--- config.mk ---
export PLATFORM = sky130hd
export DESIGN_NAME = utf8_stream_decoder_core_flat
export DESIGN_NICKNAME = d
export VERILOG_FILES = /design/src/rtl/utf8d_pkg.sv /design/src/rtl/utf8d_if.sv /design/src/rtl/utf8d_step.sv /design/src/rtl/utf8_stream_decoder_core.sv /design/src/flat_wrapper.sv
export SDC_FILE = /design/constraint.sdc
export NUM_CORES = 1
export LEC_CHECK = 0
export BUFFER_PORTS_ARGS = -buffer_cell sky130_fd_sc_hd__clkbuf_2
export CELL_PAD_IN_SITES_DETAIL_PLACEMENT = 0
export CELL_PAD_IN_SITES_GLOBAL_PLACEMENT = 1
export CORE_ASPECT_RATIO = 1.25
export CORE_MARGIN = 3
export CORE_UTILIZATION = 24
export DETAILED_ROUTE_END_ITERATION = 10
export PLACE_DENSITY = 0.52
export SLEW_MARGIN = 20
export SYNTH_ARGS = -nofsm -noshare
export SYNTH_HDL_FRONTEND = slang
export SYNTH_SLANG_ARGS = --single-unit
export TNS_END_PERCENT = 1
--- constraint.sdc ---
create_clock -name clk_i -period 6.5 [get_ports clk_i]
set_clock_uncertainty 0.1 [all_clocks]
set_input_delay 1.3 -clock clk_i [delete_from_list [all_inputs] [get_ports clk_i]]
set_output_delay 1.3 -clock clk_i [all_outputs]
set_load 0.01 [all_outputs]
--- src/rtl/utf8d_pkg.sv ---
`default_nettype none

package utf8d_pkg;

  localparam int unsigned ByteW  = 8;
  localparam int unsigned CpW    = 21;
  localparam int unsigned MaxW   = 16;
  localparam int unsigned CmpW   = 32;
  localparam int unsigned CountW = 16;

  localparam logic [ByteW-1:0] Lead2Mask = 8'h1F;
  localparam logic [ByteW-1:0] Lead3Mask = 8'h0F;
  localparam logic [ByteW-1:0] Lead4Mask = 8'h07;
  localparam logic [ByteW-1:0] ContMask  = 8'h3F;
  localparam logic [ByteW-1:0] AsciiLim  = 8'h80;
  localparam logic [ByteW-1:0] Lead2Min  = 8'hC0;
  localparam logic [ByteW-1:0] Lead3Min  = 8'hE0;
  localparam logic [ByteW-1:0] Lead4Min  = 8'hF0;
  localparam logic [ByteW-1:0] BadMin    = 8'hF8;

  typedef enum logic [1:0] {
    ST_CHAR  = 2'd0,
    ST_LIMIT = 2'd1,
    ST_NUL   = 2'd2,
    ST_BAD   = 2'd3
  } status_e;

  typedef struct packed {
    logic           finished;
    logic [1:0]     pending;
    logic [CpW-1:0] partial;
  } dec_state_t;

  typedef struct packed {
    logic           valid;
    logic [CpW-1:0] code_point;
    status_e        status;
  } dec_res_t;

endpackage

`default_nettype wire

--- src/rtl/utf8d_if.sv ---
`default_nettype none

interface utf8d_in_if;
  logic       valid;
  logic       ready;
  logic [7:0] data_byte;
  logic       start_string;

  modport source (output valid, output data_byte, output start_string, input ready);
  modport sink (input valid, input data_byte, input start_string, output ready);
endinterface

interface utf8d_out_if;
  logic        valid;
  logic        ready;
  logic [20:0] code_point;
  logic [1:0]  status;
  logic [15:0] char_count;

  modport source (output valid, output code_point, output status, output char_count,
                  input ready);
  modport sink (input valid, input code_point, input status, input char_count,
                output ready);
endinterface

`default_nettype wire

--- src/rtl/utf8d_step.sv ---
`default_nettype none

module utf8d_step #(
  parameter longint unsigned COUNT_MAX = 65535,
  parameter int unsigned     CNT_W     = 16
) (
  input  logic [7:0]              data_byte_i,
  input  logic                    start_string_i,
  input  utf8d_pkg::dec_state_t   state_i,
  input  logic [CNT_W-1:0]        count_i,
  input  logic [15:0]             max_chars_i,
  output utf8d_pkg::dec_state_t   state_o,
  output logic [CNT_W-1:0]        count_o,
  output utf8d_pkg::dec_res_t     res_o
);
  import utf8d_pkg::*;

  dec_state_t       st;
  logic [CNT_W-1:0] cnt;
  logic [CNT_W-1:0] cnt_inc;
  logic [CpW-1:0]   shifted;
  logic [1:0]       pend_dec;
  logic             lim_now;
  logic             lim_inc;

  always_comb begin
    st  = start_string_i ? '0 : state_i;
    cnt = start_string_i ? '0 : count_i;
    cnt_inc  = (cnt == CNT_W'(COUNT_MAX)) ? cnt : cnt + CNT_W'(1);
    lim_now  = CmpW'(cnt) >= CmpW'(max_chars_i);
    lim_inc  = CmpW'(cnt_inc) >= CmpW'(max_chars_i);
    shifted  = {st.partial[CpW-7:0], data_byte_i[5:0] & ContMask[5:0]};
    pend_dec = st.pending - 2'd1;
  end

  always_comb begin
    state_o = st;
    count_o = cnt;
    res_o   = '{valid: 1'b0, code_point: '0, status: ST_CHAR};
    if (!st.finished) begin
      if (st.pending != 2'd0) begin
        state_o.partial = shifted;
        state_o.pending = pend_dec;
        if (pend_dec == 2'd0) begin
          count_o           = cnt_inc;
          res_o.valid       = 1'b1;
          res_o.code_point  = shifted;
          res_o.status      = lim_inc ? ST_LIMIT : ST_CHAR;
          state_o.finished  = lim_inc;
        end
      end else if (lim_now) begin
        state_o.finished = 1'b1;
        res_o.valid      = 1'b1;
        res_o.status     = ST_LIMIT;
      end else if (data_byte_i == '0) begin
        state_o.finished = 1'b1;
        res_o.valid      = 1'b1;
        res_o.status     = ST_NUL;
      end else if (data_byte_i < AsciiLim) begin
        count_o          = cnt_inc;
        res_o.valid      = 1'b1;
        res_o.code_point = CpW'(data_byte_i);
        res_o.status     = lim_inc ? ST_LIMIT : ST_CHAR;
        state_o.finished = lim_inc;
      end else if (data_byte_i < Lead2Min || data_byte_i >= BadMin) begin
        state_o.finished = 1'b1;
        res_o.valid      = 1'b1;
        res_o.status     = ST_BAD;
      end else if (data_byte_i < Lead3Min) begin
        state_o.partial = CpW'(data_byte_i & Lead2Mask);
        state_o.pending = 2'd1;
      end else if (data_byte_i < Lead4Min) begin
        state_o.partial = CpW'(data_byte_i & Lead3Mask);
        state_o.pending = 2'd2;
      end else begin
        state_o.partial = CpW'(data_byte_i & Lead4Mask);
        state_o.pending = 2'd3;
      end
    end
  end

endmodule

`default_nettype wire

--- src/rtl/utf8_stream_decoder_core.sv ---
`default_nettype none

// UTF-8 stream decoder. Takes one byte per beat and returns one code point per
// complete character, plus a status (character, character with limit reached,
// NUL end, invalid lead byte) and the running character count of the string.
// Continuation bytes are not checked for their 10 prefix; there are no
// overlong or surrogate checks. start_string on a beat clears the string state
// before that byte is decoded. Once a string has ended, bytes give no result
// until the next start_string. Every byte is decoded in the cycle it is taken,
// by a single classify, shift and count step into the result register, so a
// byte can be taken each cycle unless out stalls; the result register refills
// as it drains. max_chars (reset 65535) must only be written while idle.
module utf8_stream_decoder_core #(
  parameter longint unsigned COUNT_MAX = 65535
) (
  input  logic        clk_i,
  input  logic        rst_ni,
  input  logic        cfg_we_i,
  input  logic [15:0] cfg_wdata_i,
  utf8d_in_if.sink    in_i,
  utf8d_out_if.source out_o
);
  import utf8d_pkg::*;

  localparam int unsigned CNT_W = $clog2(COUNT_MAX + 1);

  logic [MaxW-1:0]  max_chars_q;
  dec_state_t       state_q, state_d;
  logic [CNT_W-1:0] count_q, count_d;
  dec_res_t         res_d;
  logic             out_valid_q;
  logic [CpW-1:0]   code_point_q;
  status_e          status_q;
  logic [CountW-1:0] char_count_q;
  logic             in_take;

  assign in_i.ready = !out_valid_q || out_o.ready;
  assign in_take    = in_i.valid && in_i.ready;

  utf8d_step #(
    .COUNT_MAX (COUNT_MAX),
    .CNT_W     (CNT_W)
  ) u_step (
    .data_byte_i    (in_i.data_byte),
    .start_string_i (in_i.start_string),
    .state_i        (state_q),
    .count_i        (count_q),
    .max_chars_i    (max_chars_q),
    .state_o        (state_d),
    .count_o        (count_d),
    .res_o          (res_d)
  );

  always_ff @(posedge clk_i or negedge rst_ni) begin
    if (!rst_ni) begin
      max_chars_q <= '1;
      state_q     <= '0;
      count_q     <= '0;
      out_valid_q <= 1'b0;
    end else begin
      if (cfg_we_i) begin
        max_chars_q <= cfg_wdata_i;
      end
      if (in_take) begin
        state_q     <= state_d;
        count_q     <= count_d;
        out_valid_q <= res_d.valid;
      end else if (out_o.ready) begin
        out_valid_q <= 1'b0;
      end
    end
  end

  always_ff @(posedge clk_i) begin
    if (in_take && res_d.valid) begin
      code_point_q <= res_d.code_point;
      status_q     <= res_d.status;
      char_count_q <= CountW'(CmpW'(count_d));
    end
  end

  assign out_o.valid      = out_valid_q;
  assign out_o.code_point = code_point_q;
  assign out_o.status     = status_q;
  assign out_o.char_count = char_count_q;

`ifndef SYNTH
  a_no_pend_when_done: assert property (@(posedge clk_i) disable iff (!rst_ni)
    !(state_q.finished && state_q.pending != 2'd0))
    else $error("sequence pending after string end");

  a_done_sticks: assert property (@(posedge clk_i) disable iff (!rst_ni)
    (in_take && state_q.finished && !in_i.start_string) |=> state_q.finished)
    else $error("string end cleared without start");

  a_done_silent: assert property (@(posedge clk_i) disable iff (!rst_ni)
    (in_take && state_q.finished && !in_i.start_string) |-> !res_d.valid)
    else $error("result after string end");

  a_end_zero_cp: assert property (@(posedge clk_i) disable iff (!rst_ni)
    (out_valid_q && (status_q == ST_NUL || status_q == ST_BAD)) |-> code_point_q == '0)
    else $error("non-zero code point on end status");
`endif

endmodule

`default_nettype wire

--- src/flat_wrapper.sv ---
// flat-port wrapper written by rule: the top's interface ports become plain ports
module utf8_stream_decoder_core_flat import utf8d_pkg::*;
#(
  parameter longint unsigned COUNT_MAX = 65535
)
  (clk_i, rst_ni, cfg_we_i, cfg_wdata_i, in_i_valid, in_i_data_byte, in_i_start_string, in_i_ready, out_o_valid, out_o_code_point, out_o_status, out_o_char_count, out_o_ready);
  utf8d_in_if in_i_i ();
  utf8d_out_if out_o_i ();
  input  logic clk_i;
  input  logic rst_ni;
  input  logic cfg_we_i;
  input  logic [15:0] cfg_wdata_i;
  input wire logic [$bits(in_i_i.valid)-1:0] in_i_valid;
  input wire logic [$bits(in_i_i.data_byte)-1:0] in_i_data_byte;
  input wire logic [$bits(in_i_i.start_string)-1:0] in_i_start_string;
  output wire logic [$bits(in_i_i.ready)-1:0] in_i_ready;
  output wire logic [$bits(out_o_i.valid)-1:0] out_o_valid;
  output wire logic [$bits(out_o_i.code_point)-1:0] out_o_code_point;
  output wire logic [$bits(out_o_i.status)-1:0] out_o_status;
  output wire logic [$bits(out_o_i.char_count)-1:0] out_o_char_count;
  input wire logic [$bits(out_o_i.ready)-1:0] out_o_ready;
  assign in_i_i.valid = in_i_valid;
  assign in_i_i.data_byte = in_i_data_byte;
  assign in_i_i.start_string = in_i_start_string;
  assign in_i_ready = in_i_i.ready;
  assign out_o_valid = out_o_i.valid;
  assign out_o_code_point = out_o_i.code_point;
  assign out_o_status = out_o_i.status;
  assign out_o_char_count = out_o_i.char_count;
  assign out_o_i.ready = out_o_ready;
  utf8_stream_decoder_core #(.COUNT_MAX(COUNT_MAX)) u_core (.clk_i(clk_i), .rst_ni(rst_ni), .cfg_we_i(cfg_we_i), .cfg_wdata_i(cfg_wdata_i), .in_i(in_i_i), .out_o(out_o_i));
endmodule
### After elaboration in Yosys (flattened, before gate mapping)

Cells that the tools add are included.

| storage, ports and cells | value |
|---|---|
| memories kept | 0 |
| logic and storage cells | 66 |
| bits in registers | 96 |
| bits of input ports | 30 |
| RAM bits | 0 |
| ROM bits | 0 |
| bits in latches | 0 |

| operators by class | value |
|---|---|
| bitwise gates (word level) | 0 |
| multiply operators | 0 |
| $add $sub $neg | 2 |
| div/mod/pow operators | 0 |
| multiplexer cells | 38 |
| reductions and logical operators | 9 |
| $lt $le $gt $ge | 7 |
| shifts and indexed selects | 0 |
| equality and inequality tests | 1 |

Operators with widths:

| kind | count |
|---|---|
| 2-to-1 mux 24 bit | 6 |
| 2-to-1 mux 16 bit | 8 |
| 2-to-1 mux 23 bit | 5 |
| >= comparator 16 bit | 2 |
| less-than comparator 8 bit, second input constant | 4 |
| 2-to-1 mux 8 bit | 3 |
| 2-to-1 mux 22 bit | 1 |
| adder 16 x 1 -> 16 bit, second input constant | 1 |
| == test 16 bit, second input constant | 1 |
| 2-to-1 mux 1 bit | 11 |
| >= comparator 8 bit, second input constant | 1 |
| logical NOT 8 bit | 1 |
| 2-to-1 mux 2 bit | 4 |
| nonzero test 2 bit | 2 |
| logical AND 1 bit | 2 |
| logical NOT 2 bit | 1 |
| logical OR 1 bit | 2 |
| subtractor 2 x 1 -> 2 bit, second input constant | 1 |
| logical NOT 1 bit | 1 |

### Depth between registers and ports, before layout

| depth | value |
|---|---|
| depth after elaboration | 11 |
| gate-level depth with buffers | 18 |
| gate-level depth less buffers | 17 |

### Cells and area by module

From an unflattened synthesis, not the netlist that was laid out.

| unflattened totals | value |
|---|---|
| cells, all modules | 560 |
| area total of the unflattened synthesis | 6,068.3 um^2 |

Modules (own cells, without submodules):

| module | times used | area each (um^2) | sequential area each (um^2) | cells an instance |
|---|---|---|---|---|
| utf8_stream_decoder_core | 1 | 3,494.6 | 2,617.5 | 163 |
| utf8d_step | 1 | 2,573.7 | 0.0 | 397 |

### Worst setup path before layout

No wires, ideal clock.

| timing path | value |
|---|---|
| path kind | input -> register |
| start point | in in_i_start_string |
| end point | reg u_core.char_count_q[0] (netlist: u_core.out_o.char_count[0]), enable pin |
| setup slack | 892 ps |
| required time | 5,965 ps |
| data arrival time | 5,073 ps |
| stages | 13 |
| cell sequence | buf_4 clkbuf_1 clkbuf_1 buf_1 nor2b_1 ha_1 nand2_1 nor3_1 o211ai_1 o211ai_2 or2_1 nor2_1 nor2_1 |

| on the way | value |
|---|---|
| cells in the longest elaborated chain, start to end | 7 |
| elaborated cells on any way between the ends | 11 |
| those cells by class | 1 x add/sub; 1 x order compare; 6 x mux; 3 x reduce/logical |

RTL lines:

| element | line | source |
|---|---|---|
| start: declaration | flat_wrapper.sv:15 | `input wire logic [$bits(in_i_i.start_string)-1:0] in_i_start_string;` |
| branches (longest 5 deep; another with >= comparator 16 bit) | n/a |  |
| 2-to-1 mux 24 bit * | utf8d_step.sv:40 | `if (!st.finished) begin` |
| logical AND 1 bit * | utf8_stream_decoder_core.sv:75 | `if (in_take && res_d.valid) begin` |
| end signal: assignment | utf8_stream_decoder_core.sv:78 | `char_count_q <= CountW'(CmpW'(count_d));` |
| end: declaration | utf8_stream_decoder_core.sv:34 | `logic [CountW-1:0] char_count_q;` |

Mark *: on every way between the ends.
A chain may end at the register's enable or synchronous reset.

### Worst setup path after layout

| timing path | value |
|---|---|
| start point | in in_i_start_string |
| end point | reg u_core.status_q[0] (netlist: u_core.out_o.status[0]), data pin |

| on the way | value |
|---|---|
| cells in the longest elaborated chain, start to end | 9 |
| elaborated cells on any way between the ends | 16 |
| those cells by class | 2 x add/sub; 2 x order compare; 1 x eq/ne; 9 x mux; 2 x reduce/logical |

RTL lines:

| element | line | source |
|---|---|---|
| 2-to-1 mux 16 bit | utf8d_step.sv:28 | `cnt = start_string_i ? '0 : count_i;` |
| adder 16 x 1 -> 16 bit / == test 16 bit (equally long branches) | utf8d_step.sv:29 | `cnt_inc = (cnt == CNT_W'(COUNT_MAX)) ? cnt : cnt + CNT_W'(1);` |
| 2-to-1 mux 16 bit | utf8d_step.sv:29 |  |
| >= comparator 16 bit | utf8d_step.sv:31 | `lim_inc = CmpW'(cnt_inc) >= CmpW'(max_chars_i);` |
| 2-to-1 mux 1 bit | utf8d_step.sv:48, utf8d_step.sv:63 |  |
| 2-to-1 mux 2 bit | utf8d_step.sv:59 | `end else if (data_byte_i < AsciiLim) begin` |
| 2-to-1 mux 2 bit | utf8d_step.sv:55 | `end else if (data_byte_i == '0) begin` |
| 2-to-1 mux 2 bit | utf8d_step.sv:51 | `end else if (lim_now) begin` |
| 2-to-1 mux 24 bit | utf8d_step.sv:41 | `if (st.pending != 2'd0) begin` |
| end signal: assignment | utf8_stream_decoder_core.sv:77 | `status_q <= res_d.status;` |
| end: declaration | utf8_stream_decoder_core.sv:33 | `status_e status_q;` |

Several ways; a longest one is shown, not always the timed one.

==> impl_metrics.xml <==
<?xml version="1.0" encoding="UTF-8"?>
<metrics>
  <group name="synth">
    <metric name="ys_ff_latch" unit="">90</metric>
    <metric name="synth_area_leader_cell" unit="">sky130_fd_sc_hd__edfxtp_1</metric>
    <metric name="synth.top_cell.area_share" unit="%">22.1</metric>
    <metric name="postSynth.asyncResetShare" unit="%">56.7</metric>
    <metric name="synth_area_leaders" unit="">sky130_fd_sc_hd__edfxtp_1 (22%), sky130_fd_sc_hd__dfrtp_1 (17%), sky130_fd_sc_hd__dfstp_2 (7.9%)</metric>
    <metric name="synthesis.instances" unit="">528</metric>
    <metric name="yosys.cell_types.count" unit="">71</metric>
    <metric name="syn_avg_cell_area" unit="sq um">10.0</metric>
    <metric name="syn-num-nets" unit="">590</metric>
    <metric name="synth.yosys.warnings" unit="">0</metric>
    <metric name="synth_edf_count" unit="">39</metric>
    <metric name="syn-cell-area" unit="sq um">5300</metric>
    <metric name="synth.yosys.seq_area_share" unit="%">46.6</metric>
    <metric name="synth-main-ff-cell" unit="">sky130_fd_sc_hd__edfxtp_1</metric>
  </group>
  <group name="worst_setup_path">
    <metric name="critical_path_peak_fanout" unit="">14</metric>
    <metric name="worst-endpoint-arrival" unit="ns">5.37</metric>
    <metric name="slowest_delay" unit="ns">0.42</metric>
    <metric name="worstSetupPathType" unit="">input pin to flip-flop</metric>
    <metric name="critical_path.cell_chain" unit="">clkbuf_2, nor2b_1, ha_1, nand4_1, nor4_4, nand2_1, nand2_1, nor3_1, xor2_1, ha_1, and4_1, a2111oi_0, o31a_1, nor3_1, o41ai_1, o21ai_0, and3_1</metric>
    <metric name="critical_path.reg2reg.endpoint" unit="">u_core.out_o.status[0]</metric>
    <metric name="timing.reg2reg.setup_slack" unit="ns">1.85</metric>
    <metric name="critPathRequiredTime" unit="ns">6.51</metric>
    <metric name="reg2regPathDepth" unit="">16</metric>
    <metric name="worst_setup_path_end_kind" unit="">flip-flop</metric>
    <metric name="worstReg2RegStart" unit="">u_core.count_q[0]</metric>
    <metric name="worst_path_cell_with_the_longest_stage_delay" unit="">sky130_fd_sc_hd__a2111oi_0</metric>
    <metric name="worstSetupStartpointType" unit="">input pin</metric>
  </group>
  <group name="die">
    <metric name="dieHeight" unit="microns">172</metric>
    <metric name="fp.dieW" unit="microns">139</metric>
    <metric name="floorplan.initialDensity" unit="%">24.5</metric>
    <metric name="core_area" unit="sq um">21600</metric>
    <metric name="standard_cell_rows" unit="">60</metric>
    <metric name="design.die.area" unit="sq um">23900</metric>
    <metric name="i_o_pins" unit="">71</metric>
  </group>
  <group name="drt">
    <metric name="totalWireLength" unit="microns">16100</metric>
    <metric name="drt_iter0_drc" unit="">254</metric>
    <metric name="drt_wl_cell" unit="microns">18.3</metric>
    <metric name="postRouteAntennaNets" unit="">0</metric>
    <metric name="detail_route.vias_per_cell" unit="">4.93</metric>
    <metric name="drt_first_pass_iters" unit="">4</metric>
    <metric name="vias" unit="">4335</metric>
    <metric name="drcViolationCount" unit="">0</metric>
  </group>
  <group name="sta">
    <metric name="final.period_utilization" unit="%">82.5</metric>
    <metric name="achievable_clock_frequency" unit="GHz">0.186</metric>
    <metric name="setup-tns-final" unit="ns">0</metric>
    <metric name="fin_ws" unit="ns">1.14</metric>
    <metric name="timing.max_slew.rel_slack" unit="%">34.2</metric>
    <metric name="pins_over_slew_limit" unit="">0</metric>
    <metric name="total_count_of_hold_check_failures_in_the_final_report" unit="">0</metric>
    <metric name="unrepaired_setup_endpoints_after_global_routing" unit="">false</metric>
    <metric name="worst_slew_pin_slew" unit="ns">0.987</metric>
    <metric name="setup_viol" unit="">0</metric>
    <metric name="whs" unit="ns">0.401</metric>
    <metric name="period_minus_slack" unit="ns">5.36</metric>
  </group>
  <group name="place">
    <metric name="placedInstanceArea" unit="sq um">5980</metric>
    <metric name="routabilityCongestion" unit="">0.865</metric>
    <metric name="number_of_cells_in_the_design_after_placement" unit="">864</metric>
    <metric name="place.detailed.hpwl" unit="microns">12300</metric>
    <metric name="dp_slack" unit="ns">0.820</metric>
    <metric name="port_buffers" unit="">70</metric>
  </group>
  <group name="cells_and_area">
    <metric name="n_antenna_cell" unit="">0</metric>
    <metric name="fin_area" unit="sq um">6250</metric>
    <metric name="drive_above_1_share" unit="%">21.3</metric>
    <metric name="layout-area-overhead-vs-synth" unit="%">18.1</metric>
    <metric name="final_nets" unit="">658</metric>
    <metric name="finish.utilization" unit="%">28.9</metric>
    <metric name="non_filler_instance_count_after_layout" unit="">880</metric>
  </group>
  <group name="clocking">
    <metric name="total_clock_sinks" unit="">90</metric>
    <metric name="clkSlewWorstSetupHoldPaths" unit="ns">0.07</metric>
    <metric name="cts_root_buffer" unit="">sky130_fd_sc_hd__clkbuf_16</metric>
    <metric name="htree_levels" unit="">3</metric>
    <metric name="clk_latency" unit="ns">0.35</metric>
    <metric name="cts.path.max_buffers" unit="">2</metric>
    <metric name="cts_buffers" unit="">9</metric>
    <metric name="postCtsHoldBufs" unit="">0</metric>
    <metric name="cts_tree" unit="">yes</metric>
    <metric name="number_of_setup_buffers_added_after_cts" unit="">0</metric>
    <metric name="post_cts.resized_instances" unit="">0</metric>
  </group>
  <group name="power_and_ir_drop">
    <metric name="static-leakage-power" unit="nW">2.72</metric>
    <metric name="design_power_total" unit="mW">1.75</metric>
    <metric name="vdd_ir_drop_max" unit="uV">145</metric>
    <metric name="p_per_area" unit="nW/um^2">280</metric>
  </group>
  <group name="grt">
    <metric name="track_usage" unit="%">13.7</metric>
    <metric name="grt_first_pass_wirelength" unit="microns">25300</metric>
    <metric name="grt_pass1_vias" unit="">4345</metric>
    <metric name="grt_antenna_before_repair" unit="">0</metric>
    <metric name="grt_start_max_net_pins" unit="">52</metric>
    <metric name="grt_remaining_overflow" unit="">0</metric>
  </group>
  <group name="worst_hold_path">
    <metric name="timing.hold.worst_endpoint" unit="">u_core.state_q[9]</metric>
    <metric name="worstHoldPathType" unit="">flip-flop to flip-flop</metric>
    <metric name="hold_path_depth" unit="">1</metric>
    <metric name="min-delay-start" unit="">u_core.state_q[9]</metric>
  </group>
  <group name="job">
    <metric name="max_cap_viol_count" unit="">0</metric>
  </group>
  <group name="outcome">
    <metric name="status" unit="">finished clean</metric>
  </group>
</metrics>
[cell type report]
| cell class | count | area [sq um] |
|---|---|---|
| timing repair buffer | 79 | 430 |
| clock buffer | 10 | 239 |
| fill | 2324 | 15400 |
| tap | 279 | 349 |
| multi-input combinational | 392 | 2640 |
| sequential | 90 | 2470 |
| clock inverter | 6 | 38.8 |
| inverter | 24 | 90.1 |
[per-layer routing]
metal  up-vias  global-route usage (%)  routed length [microns]
met5         -                       0                        0
met4         0                    4.13                      285
met3        21                    2.71                      726
met2       139                    23.9                     7970
met1      2088                    17.2                     7110
li1       2087                       -                        -
[state kept, by name, indices dropped and copies added, names as in the netlist]
signal / cells
u_core.state_q: 18
u_core.out_o.valid: 1
u_core.out_o.code_point: 21
u_core.out_o.status: 2
u_core.out_o.char_count: 16
u_core.max_chars_q: 16
u_core.count_q: 16
[layout by cell type (no fill, tap or decap), types with 3 or more instances in the layout]
cell type / count
sky130_fd_sc_hd__a21o_1: 5
sky130_fd_sc_hd__xor2_1: 5
sky130_fd_sc_hd__o211ai_1: 4
sky130_fd_sc_hd__and2_1: 10
sky130_fd_sc_hd__nor3_1: 13
sky130_fd_sc_hd__nand2b_1: 10
sky130_fd_sc_hd__dfstp_2: 16
sky130_fd_sc_hd__nor4_1: 3
sky130_fd_sc_hd__nor2b_1: 15
sky130_fd_sc_hd__and3_1: 18
sky130_fd_sc_hd__a211o_1: 3
sky130_fd_sc_hd__mux2_2: 3
sky130_fd_sc_hd__o21ai_0: 37
sky130_fd_sc_hd__a31oi_1: 4
sky130_fd_sc_hd__a22o_1: 21
sky130_fd_sc_hd__nand3_1: 11
sky130_fd_sc_hd__xnor2_1: 11
sky130_fd_sc_hd__nand4_1: 9
sky130_fd_sc_hd__clkbuf_2: 70
sky130_fd_sc_hd__dfrtp_1: 35
sky130_fd_sc_hd__nand2_1: 57
sky130_fd_sc_hd__inv_1: 24
sky130_fd_sc_hd__edfxtp_1: 39
sky130_fd_sc_hd__ha_1: 32
sky130_fd_sc_hd__clkbuf_16: 9
sky130_fd_sc_hd__nor2_1: 34
sky130_fd_sc_hd__buf_4: 8
sky130_fd_sc_hd__nor4b_1: 3
sky130_fd_sc_hd__a32o_1: 5
sky130_fd_sc_hd__and4_1: 4
sky130_fd_sc_hd__o31ai_1: 4
sky130_fd_sc_hd__mux2i_1: 5
sky130_fd_sc_hd__a21oi_1: 22
[synthesized netlist by cell type, drive strengths merged (5+ instances only)]
master,n
and3,18
inv,24
nor2,35
nor3,14
clkbuf,14
mux2i,5
xnor2,11
nand2,58
edfxtp,39
nand3,12
dfstp,16
a21o,5
a21oi,23
dfrtp,35
o211ai,5
nand4,9
ha,32
nand2b,11
buf,8
and2,10
o21ai,40
a32o,5
nor2b,15
xor2,5
a22o,21
[report_power, final]
part | total (mW) | switching [mW] | internal (mW) | leakage [nW]
registers | 0.777 | 0.0803 | 0.697 | 1.01
clock network | 0.503 | 0.233 | 0.270 | 0.137
logic | 0.469 | 0.302 | 0.167 | 1.57
total | 1.75 | 0.615 | 1.13 | 2.72
[worst max-delay path, delay by kind of cell]
family | cells | cell delay [ns]
adders and majority gates | 2 | 0.63
AOI/OAI and AO/OA | 4 | 1.16
and+or+nand+nor | 9 | 1.87
buffers and inverters | 1 | 0.23
xor gates and xnor gates | 1 | 0.16
[worst max-delay path by stage]
| stage | startpoint | end | slack (ns) |
|---|---|---|---|
| 2_1_floorplan | in_i_start_string | u_core.out_o.char_count[0] | 0.89 |
| 3_3_place_gp | in_i_start_string | u_core.out_o.status[0] | 1.02 |
| 3_5_place_dp | in_i_start_string | u_core.out_o.status[0] | 0.82 |
| 4_1_cts | in_i_start_string | u_core.out_o.status[0] | 1.17 |
| 5_1_grt | in_i_start_string | u_core.out_o.status[0] | 0.83 |
| 6_report | in_i_start_string | u_core.out_o.status[0] | 1.14 |
[kinds of logic (layout without fill, tap and decap cells)]
group           Yosys count  in the layout  share of synthesized area (%)
compound gates          134            134                           17.9
xor+xnor                 16             16                           2.65
fa+ha+maj                32             32                           7.56
buf+inv                  46            119                           3.71
flops                    90             90                           46.6
mux                       8              8                           1.58
simple gates            202            202                           20.0
(Power assumes the default switching activity.)
